File: config.mk
export PLATFORM = sky130hd
export DESIGN_NAME = software_timer_bank
export DESIGN_NICKNAME = d
export VERILOG_FILES = /design/src/stb_pkg.sv /design/src/stb_ram.sv /design/src/stb_datapath.sv /design/src/stb_ctrl.sv /design/src/software_timer_bank.sv
export SDC_FILE = /design/constraint.sdc
export NUM_CORES = 1
export LEC_CHECK = 0
export BUFFER_PORTS_ARGS = -buffer_cell sky130_fd_sc_hd__buf_2
export CELL_PAD_IN_SITES_DETAIL_PLACEMENT = 1
export CELL_PAD_IN_SITES_GLOBAL_PLACEMENT = 2
export CORE_ASPECT_RATIO = 2
export CORE_MARGIN = 2
export CORE_UTILIZATION = 44
export CTS_CLUSTER_SIZE = 40
export DETAILED_ROUTE_END_ITERATION = 8
export PLACE_DENSITY_LB_ADDON = 0.08
export SETUP_SLACK_MARGIN = 0.5
export SLEW_MARGIN = 5
export SYNTH_ARGS = -nofsm -noshare
export SYNTH_HDL_FRONTEND = slang
export SYNTH_SLANG_ARGS = --single-unit
File: constraint.sdc
create_clock -name clk_i -period 3.5 [get_ports clk_i]
set_input_delay 0.525 -clock clk_i [delete_from_list [all_inputs] [get_ports clk_i]]
set_output_delay 0.525 -clock clk_i [all_outputs]
set_load 0.02 [all_outputs]
File: src/stb_pkg.sv
package stb_pkg;

  localparam int unsigned NUM_TIMERS_DEF  = 16;
  localparam int unsigned COUNT_WIDTH_DEF = 32;

  localparam int unsigned CMD_W    = 2;
  localparam int unsigned INDEX_W  = 4;
  localparam int unsigned LOAD_W   = 32;
  localparam int unsigned STATUS_W = 2;

  typedef enum logic [CMD_W-1:0] {
    CMD_START = 2'd0,
    CMD_STOP  = 2'd1,
    CMD_QUERY = 2'd2,
    CMD_TICK  = 2'd3
  } cmd_e;

  typedef enum logic [STATUS_W-1:0] {
    ST_DISABLED = 2'd0,
    ST_RUNNING  = 2'd1,
    ST_EXPIRED  = 2'd2
  } status_e;

  // Controller to datapath strobes
  typedef struct packed {
    logic accept;    // request taken this cycle
    logic walk_clr;  // restart the tick walk at timer zero
    logic walk_rd;   // read the timer under the walk pointer
    logic res_load;  // capture a result
    logic res_tick;  // result comes from the flags after a tick walk
  } stb_ctl_t;

  // Datapath to controller
  typedef struct packed {
    logic walk_last;
  } stb_sts_t;

endpackage

File: src/stb_ram.sv
module stb_ram #(
  parameter int unsigned WIDTH = 32,
  parameter int unsigned DEPTH = 16
) (
  input  logic                                    clk_i,
  input  logic                                    we_i,
  input  logic [((DEPTH > 1) ? $clog2(DEPTH) : 1)-1:0] waddr_i,
  input  logic [WIDTH-1:0]                        wdata_i,
  input  logic                                    re_i,
  input  logic [((DEPTH > 1) ? $clog2(DEPTH) : 1)-1:0] raddr_i,
  output logic [WIDTH-1:0]                        rdata_o
);

  logic [WIDTH-1:0] mem_q [DEPTH];
  logic [WIDTH-1:0] rdata_q;

  always_ff @(posedge clk_i) begin
    if (we_i) begin
      mem_q[waddr_i] <= wdata_i;
    end
    if (re_i) begin
      rdata_q <= mem_q[raddr_i];
    end
  end

  assign rdata_o = rdata_q;

endmodule

File: src/stb_datapath.sv
module stb_datapath import stb_pkg::*; #(
  parameter int unsigned NUM_TIMERS  = NUM_TIMERS_DEF,
  parameter int unsigned COUNT_WIDTH = COUNT_WIDTH_DEF
) (
  input  logic                clk_i,
  input  logic                rst_ni,
  input  stb_ctl_t            ctl_i,
  output stb_sts_t            sts_o,
  input  logic [CMD_W-1:0]    command_i,
  input  logic [INDEX_W-1:0]  timer_index_i,
  input  logic [LOAD_W-1:0]   load_count_i,
  output logic [STATUS_W-1:0] status_o
);

  localparam int unsigned IdxW     = (NUM_TIMERS > 1) ? $clog2(NUM_TIMERS) : 1;
  localparam int unsigned ExtW     = IdxW + INDEX_W;
  localparam int unsigned LoadExtW = COUNT_WIDTH + LOAD_W;

  logic [NUM_TIMERS-1:0]  en_q, en_d;
  logic [NUM_TIMERS-1:0]  zero_q, zero_d;   // count is zero
  logic [IdxW-1:0]        addr, addr_q;
  logic                   idx_ok, idx_ok_q;
  logic [IdxW-1:0]        cnt_q, cnt_d;
  logic                   wb_vld_q, wb_vld_d;
  logic [IdxW-1:0]        wb_idx_q;
  logic [ExtW-1:0]        idx_ext;
  logic [LoadExtW-1:0]    load_ext;
  logic [COUNT_WIDTH-1:0] load_val;
  cmd_e                   cmd;
  logic [STATUS_W-1:0]    op_status, tick_status, status_q, status_d;

  logic                   ram_we;
  logic [IdxW-1:0]        ram_waddr;
  logic [COUNT_WIDTH-1:0] ram_wdata;
  logic [COUNT_WIDTH-1:0] ram_rdata;
  logic [COUNT_WIDTH-1:0] cnt_dec;

  function automatic logic [STATUS_W-1:0] status_of(input logic en, input logic zero);
    if (!en) begin
      return ST_DISABLED;
    end else if (!zero) begin
      return ST_RUNNING;
    end
    return ST_EXPIRED;
  endfunction

  assign idx_ext  = {{IdxW{1'b0}}, timer_index_i};
  assign addr     = idx_ext[IdxW-1:0];
  assign idx_ok   = (idx_ext < ExtW'(NUM_TIMERS));
  assign load_ext = {{COUNT_WIDTH{1'b0}}, load_count_i};
  assign load_val = load_ext[COUNT_WIDTH-1:0];
  assign cmd      = cmd_e'(command_i);
  assign cnt_dec  = ram_rdata - COUNT_WIDTH'(1);

  // Status right after a start, stop or query
  always_comb begin
    case (cmd)
      CMD_START: op_status = idx_ok ? status_of(1'b1, load_val == '0) : ST_DISABLED;
      CMD_STOP:  op_status = ST_DISABLED;
      default:   op_status = idx_ok ? status_of(en_q[addr], zero_q[addr]) : ST_DISABLED;
    endcase
  end

  assign tick_status = idx_ok_q ? status_of(en_q[addr_q], zero_q[addr_q]) : ST_DISABLED;

  always_comb begin
    en_d      = en_q;
    zero_d    = zero_q;
    ram_we    = 1'b0;
    ram_waddr = addr;
    ram_wdata = load_val;
    if (ctl_i.accept && idx_ok) begin
      case (cmd)
        CMD_START: begin
          en_d[addr]   = 1'b1;
          zero_d[addr] = (load_val == '0);
          ram_we       = 1'b1;
        end
        CMD_STOP: begin
          en_d[addr]   = 1'b0;
          zero_d[addr] = 1'b0;
          ram_we       = 1'b1;
          ram_wdata    = '1;
        end
        default: ;
      endcase
    end
    // write back the decremented count in the cycle after its read
    if (wb_vld_q) begin
      ram_we           = 1'b1;
      ram_waddr        = wb_idx_q;
      ram_wdata        = cnt_dec;
      zero_d[wb_idx_q] = (cnt_dec == '0);
    end
  end

  // Only enabled, nonzero timers need a write back
  assign wb_vld_d = ctl_i.walk_rd && en_q[cnt_q] && !zero_q[cnt_q];

  always_comb begin
    cnt_d = cnt_q;
    if (ctl_i.walk_clr) begin
      cnt_d = '0;
    end else if (ctl_i.walk_rd) begin
      cnt_d = cnt_q + IdxW'(1);
    end
  end

  assign sts_o.walk_last = (cnt_q == IdxW'(NUM_TIMERS - 1));

  assign status_d = ctl_i.res_load ? (ctl_i.res_tick ? tick_status : op_status) : status_q;

  always_ff @(posedge clk_i or negedge rst_ni) begin
    if (!rst_ni) begin
      en_q     <= '0;
      zero_q   <= '1;
      cnt_q    <= '0;
      wb_vld_q <= 1'b0;
    end else begin
      en_q     <= en_d;
      zero_q   <= zero_d;
      cnt_q    <= cnt_d;
      wb_vld_q <= wb_vld_d;
    end
  end

  always_ff @(posedge clk_i) begin
    if (ctl_i.accept) begin
      addr_q   <= addr;
      idx_ok_q <= idx_ok;
    end
    wb_idx_q <= cnt_q;
    status_q <= status_d;
  end

  assign status_o = status_q;

  stb_ram #(
    .WIDTH (COUNT_WIDTH),
    .DEPTH (NUM_TIMERS)
  ) u_count_ram (
    .clk_i   (clk_i),
    .we_i    (ram_we),
    .waddr_i (ram_waddr),
    .wdata_i (ram_wdata),
    .re_i    (ctl_i.walk_rd),
    .raddr_i (cnt_q),
    .rdata_o (ram_rdata)
  );

endmodule

File: src/stb_ctrl.sv
module stb_ctrl import stb_pkg::*; (
  input  logic             clk_i,
  input  logic             rst_ni,
  input  logic             in_valid_i,
  output logic             in_ready_o,
  input  logic [CMD_W-1:0] command_i,
  output logic             out_valid_o,
  input  logic             out_ready_i,
  output stb_ctl_t         ctl_o,
  input  stb_sts_t         sts_i
);

  typedef enum logic [1:0] {
    S_IDLE,
    S_WALK,
    S_DRAIN,
    S_RESULT
  } state_e;

  state_e state_q;
  logic   out_valid_q;
  logic   slot_free;
  logic   accept;
  logic   is_tick;

  assign slot_free  = !out_valid_q || out_ready_i;
  assign in_ready_o = (state_q == S_IDLE) && slot_free;
  assign accept     = in_valid_i && in_ready_o;
  assign is_tick    = (cmd_e'(command_i) == CMD_TICK);

  always_comb begin
    ctl_o.accept   = accept;
    ctl_o.walk_clr = accept && is_tick;
    ctl_o.walk_rd  = (state_q == S_WALK);
    ctl_o.res_tick = (state_q == S_RESULT);
    ctl_o.res_load = (accept && !is_tick) || ((state_q == S_RESULT) && slot_free);
  end

  always_ff @(posedge clk_i or negedge rst_ni) begin
    if (!rst_ni) begin
      state_q     <= S_IDLE;
      out_valid_q <= 1'b0;
    end else begin
      if (ctl_o.res_load) begin
        out_valid_q <= 1'b1;
      end else if (out_ready_i) begin
        out_valid_q <= 1'b0;
      end
      unique case (state_q)
        S_IDLE: begin
          if (accept && is_tick) state_q <= S_WALK;
        end
        S_WALK: begin
          if (sts_i.walk_last) state_q <= S_DRAIN;
        end
        // let the last write back land before reading the flags
        S_DRAIN: begin
          state_q <= S_RESULT;
        end
        S_RESULT: begin
          if (slot_free) state_q <= S_IDLE;
        end
        default: state_q <= S_IDLE;
      endcase
    end
  end

  assign out_valid_o = out_valid_q;

endmodule

File: src/software_timer_bank.sv
// Channel   Handshake                 Payload
// in        in_valid_i / in_ready_o   command_i, timer_index_i, load_count_i
// out       out_valid_o / out_ready_i status_o
//
// Start, stop and query results are registered at the edge that takes the request.
// A tick walks the count memory one timer per cycle, a rate set by the single read
// port of that memory, then registers its result from the flags after a drain state.
// Reset clears every enable flag and marks every count as zero; no clearing pass.
// A new request is taken only while no tick is in flight and the output register is
// free or being emptied in the same cycle.
module software_timer_bank import stb_pkg::*; #(
  parameter int unsigned NUM_TIMERS  = NUM_TIMERS_DEF,
  parameter int unsigned COUNT_WIDTH = COUNT_WIDTH_DEF
) (
  input  logic                clk_i,
  input  logic                rst_ni,
  input  logic                in_valid_i,
  output logic                in_ready_o,
  input  logic [CMD_W-1:0]    command_i,
  input  logic [INDEX_W-1:0]  timer_index_i,
  input  logic [LOAD_W-1:0]   load_count_i,
  output logic                out_valid_o,
  input  logic                out_ready_i,
  output logic [STATUS_W-1:0] status_o
);

  stb_ctl_t ctl;
  stb_sts_t sts;

  stb_ctrl u_ctrl (
    .clk_i       (clk_i),
    .rst_ni      (rst_ni),
    .in_valid_i  (in_valid_i),
    .in_ready_o  (in_ready_o),
    .command_i   (command_i),
    .out_valid_o (out_valid_o),
    .out_ready_i (out_ready_i),
    .ctl_o       (ctl),
    .sts_i       (sts)
  );

  stb_datapath #(
    .NUM_TIMERS  (NUM_TIMERS),
    .COUNT_WIDTH (COUNT_WIDTH)
  ) u_datapath (
    .clk_i         (clk_i),
    .rst_ni        (rst_ni),
    .ctl_i         (ctl),
    .sts_o         (sts),
    .command_i     (command_i),
    .timer_index_i (timer_index_i),
    .load_count_i  (load_count_i),
    .status_o      (status_o)
  );

`ifndef SYNTH
  a_no_overwrite: assert property (@(posedge clk_i) disable iff (!rst_ni)
    in_valid_i && in_ready_o |-> !out_valid_o || out_ready_i)
    else $error("request taken while a result is stuck");

  a_status_code: assert property (@(posedge clk_i) disable iff (!rst_ni)
    out_valid_o |-> status_o == ST_DISABLED || status_o == ST_RUNNING ||
                    status_o == ST_EXPIRED)
    else $error("status code out of range");

  a_fast_result: assert property (@(posedge clk_i) disable iff (!rst_ni)
    in_valid_i && in_ready_o && command_i != CMD_TICK |=> out_valid_o)
    else $error("missing result after start, stop or query");

  a_walk_blocks: assert property (@(posedge clk_i) disable iff (!rst_ni)
    ctl.walk_rd |-> !in_ready_o && !ctl.res_load)
    else $error("request or result during tick walk");
`endif

endmodule

# Yosys cells after proc, flatten, opt, wreduce, memory -nomap -nowiden
# Memory sizes are Yosys's and may differ from the RTL's. A register that Yosys moved wholly into a read port is not among the register bits.
# Cells that the tools add are included.
[totals]
output_inout_bits = 4
register_bits = 51
memories = 1
wordCells = 117
ramBits = 512
[classes]
n_reduce_logical = 25
mux = 59
n_eq_ne = 9
n_bitwise = 4
order_cmp = 7
add_sub_neg = 2
[memory_table]
columns = ["name", "words", "word_bits", "read_ports", "rd_clocked_by_memory_dff", "wr", "line_no", "rtl"]
rows = [
  ["u_datapath.u_count_ram.mem_q", 16, 32, 1, 1, 1, "stb_ram.sv:14", "logic [WIDTH-1:0] mem_q [DEPTH];"],
]
[op_table]
columns = ["operator", "count"]
rows = [
  ["$mux W32", 3],
  ["$logic_not A32 Y1", 2],
  ["$pmux W16 S2", 2],
  ["$and A16 B16 Y16", 2],
  ["$bwmux W16", 2],
  ["$mux W16", 2],
  ["$sub A32 B1 Y32 const B", 1],
  ["$mux W2", 15],
  ["$lt A4 B5 Y1 const B", 5],
  ["$bmux W1 S4", 6],
  ["$mux W1", 22],
  ["$not A16 Y16", 1],
  ["$or A16 B16 Y16", 1],
  ["$mux W4", 3],
  ["$logic_and A1 B1 Y1", 10],
  ["$demux W1 S4", 2],
  ["$ge A4 B1 Y1 const B", 2],
  ["$pmux W2 S4", 1],
  ["$eq A2 B2 Y1 const B", 3],
  ["$ne A2 B2 Y1 const B", 3],
  ["$reduce_bool A2 Y1", 3],
  ["$add A4 B1 Y4 const B", 1],
  ["$eq A2 B1 Y1 const B", 2],
  ["$eq A4 B4 Y1 const B", 1],
  ["other kinds (7)", 11],
]

# Logic depth before layout (Yosys ltp)
[logic_depth]
ltp_word = 10
ltp_mapped = 10
ltp_nobuf = 8

# Cells and area by module
# A second synthesis with hierarchy kept.
[hier_totals]
cells_unflattened = 1347
area_unflattened_um2 = 24592.3
[by_module_without_submodules]
columns = ["mod", "seq_area_each_um2", "cells_each", "area_per_inst_um2", "n_inst"]
rows = [
  ["stb_ram", 16335.7, 838, 20155.6, 1],
  ["stb_datapath", 1206.2, 481, 4167.7, 1],
  ["stb_ctrl", 75.1, 28, 269.0, 1],
]

# Least setup slack after synthesis
# No wires, ideal clock.
[synth_path]
kind = "in2reg"
startpoint = "in out_ready_i"
endpoint = "mem u_datapath.u_count_ram.mem_q[14][0], enable pin"
arrival_ns = 3.097
slack_ns = -0.018
required_ns = 3.079
path_stages = 8
setup_ns = 0.421
cell_sequence = "nand2b_1 -> clkbuf_1 -> nand3_1 -> inv_1 -> and4_1 -> a21oi_1 -> or2_2 -> nor2_1"
[synth_rtl]
columns = ["element", "line_no", "rtl"]
rows = [
  ["from (decl)", "software_timer_bank.sv:23", "input logic out_ready_i,"],
  ["to (decl)", "stb_ram.sv:14", ""],
]

# Worst setup path after layout
[layout_path]
startpoint = "reg u_datapath.u_count_ram.rdata_q[0] (netlist: u_datapath.u_count_ram.rdata_o[0]) (read register of u_datapath.u_count_ram.mem_q)"
endpoint = "reg u_datapath.zero_q[14]"
[layout_via]
elab_chain_len = 4
[layout_rtl]
columns = ["element", "line_no", "rtl"]
rows = [
  ["from (decl)", "stb_ram.sv:15", "logic [WIDTH-1:0] rdata_q;"],
  ["$sub A32 B1 Y32", "stb_datapath.sv:53", "assign cnt_dec = ram_rdata - COUNT_WIDTH'(1);"],
  ["$logic_not A32 Y1", "stb_datapath.sv:93", "zero_d[wb_idx_q] = (cnt_dec == '0);"],
  ["$bwmux W16", "stb_datapath.sv:93", ""],
  ["$mux W16", "stb_datapath.sv:89", "if (wb_vld_q) begin"],
  ["net u_datapath.zero_d[14]", "stb_datapath.sv:20", "logic [NUM_TIMERS-1:0] zero_q, zero_d;"],
  ["to (signal assigned)", "stb_datapath.sv:121", "zero_q <= zero_d;"],
  ["to (decl)", "stb_datapath.sv:20", ""],
]
# The timed path passes the listed nets, and every way through them passes these cells.
# A chain may end at the register's enable or synchronous reset.

==> impl_metrics.csv <==
group,metric,value,unit
sta,min_period,2.83,ns
placed_design,hpwl,44400,µm
synth,synth_top_family_by_area,"multiplexers",
pwr,power_density,779,mW/mm²
setup_path,worstSetupPathType,"reg2reg",
setup_path,critical_path_arrival,3.34,ns
synth,yosysWarnings,0,
clock_network,root_buffer,"clkbuf_16",
layout,fin_nets,1497,
pwr,combPwrFrac,28.9,%
routing,first_pass_iters,5,
setup_path,critical_path.max_fanout,16,
grt,grt_use_total,24.7,%
layout,areaGrowthSynthToFinish,15.3,%
grt,grt_pass1_vias,14500,
setup_path,cp-start-kind,"register",
grt,grt_first_pass_wirelength,102000,µm
sta,fin_ws,0.669,ns
clock_network,clk_latency,0.61,ns
sta,finalSetupViolations,0,
layout,drive_gt1_share,32.7,%
outcome,outcome,"completed",
synth,syn_area,0.0248,mm²
sta,maxSlewHeadroom,35.4,%
sta,tightest_slew,0.968,ns
sta,setup_tns,0,ns
placed_design,dp.cells,2137,
sta,fin_skew,0.0244,ns
sta,hold_viol_final,0,
floorplanning,rows,123,
routing,wire_per_inst,31.1,µm
synth,synthArstFlopShare,6.73,%
layout,nFillCells,5200,
setup_path,endpoint_kind,"register",
sta,max_freq,353,MHz
grt,overflow,0,
job,max-cap-violations,0,
floorplanning,core-area,0.0560,mm²
sta,rsz0062_at_grt,"false",
synth,ys_seq_area_share,70.9,%
routing,drc,0,
routing,wirelength,69800,µm
clock_network,htreeDepth,2,
synth,syn-num-nets,1375,
synth,synth_compound_area_share,3.82,%
floorplanning,die_width,172,µm
pwr,p_seq_share,44.4,%
layout,fin_cells,2241,
synth,synth_cell_types,68,
clock_network,path_clk_slew,0.07,ns
synth,synth_xor_area_share,1.02,%
pwr,p_int,15.3,mW
layout,seq_area,0.0176,mm²
clock_network,clock_path_buffers,3,
pwr,power,22.3,mW
floorplanning,die_y,340,µm
synth,yosys.area_share.simple,5.89,%
grt,grt_max_degree,37,
floorplanning,initial_core_util,44.4,%
grt,antenna_found_initial,1,
clock_network,cts_sinks,594,
pwr,power.net_switching,6.99,mW
synth,yosys-mux-area-fraction,16.6,%
synth,syn_inst,1326,
routing,drt.antenna.violating_nets,0,
synth,ys_ff_latch,594,
clock_network,cts_hold_buf,0,
clock_network,numCtsBuffers,51,
pwr,worst_ir_drop_vdd,0.464,mV
pwr,pwr-share-clk,26.7,%
synth,synth_ff_type,"edfxtp_1",
routing,drt-initial-drc-count,986,
synth,synth_edf_count,550,
layout,multi_input_area,0.00705,mm²
floorplanning,die_area,0.0585,mm²
sta,hold_slack,0.0232,ns
pwr,cellLeakagePower,8.94,nW
synth,synth_area_per_cell,18.7,µm²
floorplanning,ioPinCount,46,
clock_network,cts_tree,"done",
placed_design,pre_cts_ws,0.325,ns
sta,slew_violations,0,
routing,vias,13400,
synth,synth_fa_ha_area_share,0.352,%
setup_path,crit_required,4.01,ns
sta,post-route-period-util,80.9,%
pwr,p_sw_share,31.3,%
min_path,hold_path_class,"in2async",
placed_design,place.port_buffers,45,
placed_design,globalplace.congestion,0.834,
routing,via_per_inst,5.97,
==> what timing repair did <==
action	in CTS	in global routing
buffers inserted	1	7
setup endpoints to repair	46	263
resized for setup	3	12
pin swaps	2	3
endpoints found under the hold margin	0	0
==> critical path: stages, from the launching register on <==
cell	delay [ns]
edfxtp_1	0.47
buf_4	0.19
nor4_4	0.41
nand4_1	0.21
buf_4	0.22
o31ai_1	0.31
and4_4	0.31
o2111ai_4	0.13
buf_12	0.20
o31ai_1	0.27
==> power groups by stage <==
stage          clock network (mW)  registers [mW]  logic (mW)
2_1_floorplan                   0            9.50        4.37
3_3_place_gp                    0            10.0        6.37
3_5_place_dp                    0            10.1        6.48
4_1_cts                      6.10            9.93        6.51
5_1_grt                      6.31            10.0        6.91
6_report                     5.96            9.91        6.44
==> logic make-up after synthesis <==
kind of cell / count (synthesis)
flip-flops: 594
AND/OR/NAND/NOR: 284
multiplexers: 186
AO/OA/AOI/OAI: 138
buffers and inverters: 88
XOR/XNOR: 29
adder cells (fa/ha/maj): 7
==> cells in the mapped netlist, types with 7 or more instances <==
cell type  number  share of area (%)
edfxtp_1      550                 66
mux4_2        180                 16
nor2_1         81                1.2
nand2_1        77                1.2
clkbuf_1       46               0.69
o21ai_0        39               0.79
a21oi_1        29               0.58
nand4_1        26               0.65
dfrtp_1        24                2.4
o211ai_1       20               0.60
or2_2          19               0.48
inv_1          18               0.27
dfstp_2        16                1.7
xnor2_1        16               0.56
buf_1          15               0.23
nor4_1         14               0.35
xor2_1         13               0.46
nand3_1        11               0.22
o21ai_2        10               0.35
nor3_1          8               0.16
ha_1            7               0.35
nand2b_1        7               0.18
==> state kept, by name, indices dropped and copies added, names as in the netlist, named ones only <==
| signal | count |
|---|---|
| u_datapath.status_o | 2 |
| u_datapath.zero_q | 16 |
| u_datapath.wb_vld_q | 1 |
| u_ctrl.out_valid_o | 1 |
| u_datapath.addr_q | 4 |
| u_ctrl.state_q | 2 |
| u_datapath.wb_idx_q | 4 |
| u_datapath.u_count_ram.mem_q | 512 |
| u_datapath.u_count_ram.rdata_o | 32 |
| u_datapath.cnt_q | 4 |
==> through the flow <==
| stage | area, µm² | utilization (%) |
|---|---|---|
| finish | 28600 | 51.1 |
| global route | 28600 | 51.1 |
| CTS | 28500 | 50.9 |
| detailed placement | 26800 | 47.8 |
| global placement | 26800 | 47.8 |
| floorplan | 24900 | - |
==> per-layer routing <==
| metal | vias to the layer above | GRT usage [%] | part of all wire, % |
|---|---|---|---|
| li1 | 5688 | - | - |
| met1 | 7162 | 29.1 | 36 |
| met2 | 392 | 45.0 | 55 |
| met3 | 135 | 2.91 | 4.2 |
| met4 | 0 | 10.6 | 4.6 |
| met5 | - | 0 | 0 |
==> placed cells by master (no fill, tap or decap), types with 8 or more instances in the layout <==
master	Yosys	layout
inv_1	18	17
nor2_1	81	65
buf_4	1	68
o211ai_1	20	20
nor3_1	8	8
nand3_1	11	11
dfstp_2	16	16
mux4_2	180	180
or2_2	19	19
buf_12	0	22
a21oi_1	29	26
nand4_1	26	26
nor2_4	0	16
buf_2	4	45
nor4_1	14	14
bufinv_16	0	8
o21ai_0	39	39
xnor2_1	16	16
dfrtp_1	24	20
xor2_1	13	12
nand2_1	77	77
edfxtp_1	550	550
clkinv_1	1	12
o21ai_2	10	10
clkinv_2	0	9
clkbuf_16	0	52
==> final timing paths <==
check,from,endpoint,slack [ns],cells after the start
max,u_datapath.u_count_ram.rdata_o[0]$_DFFE_PP_,u_datapath.zero_q[14]$_DFF_PN1_,0.67,9
min,rst_ni,async pin,0.02,1
max reg2reg,u_datapath.u_count_ram.rdata_o[0]$_DFFE_PP_,u_datapath.zero_q[14]$_DFF_PN1_,0.67,9
min reg2reg,register,register,0.54,2
max in group asynchronous,rst_ni,u_datapath.zero_q[10]$_DFF_PN1_,2.73,2
min in group clk_i,timer_index_i[3],u_datapath.addr_q[3]$_DFFE_PP_,0.26,1
==> cell type report <==
class,count,area share [%]
multi-input combinational,644,24.6
clock inverter,37,1.43
inverter,19,0.249
tap,750,3.28
sequential,594,61.6
clock buffer,58,4.62
antenna,1,0.00874
timing repair buffer,138,4.23
No activity file was read; power rests on OpenSTA's default activity.
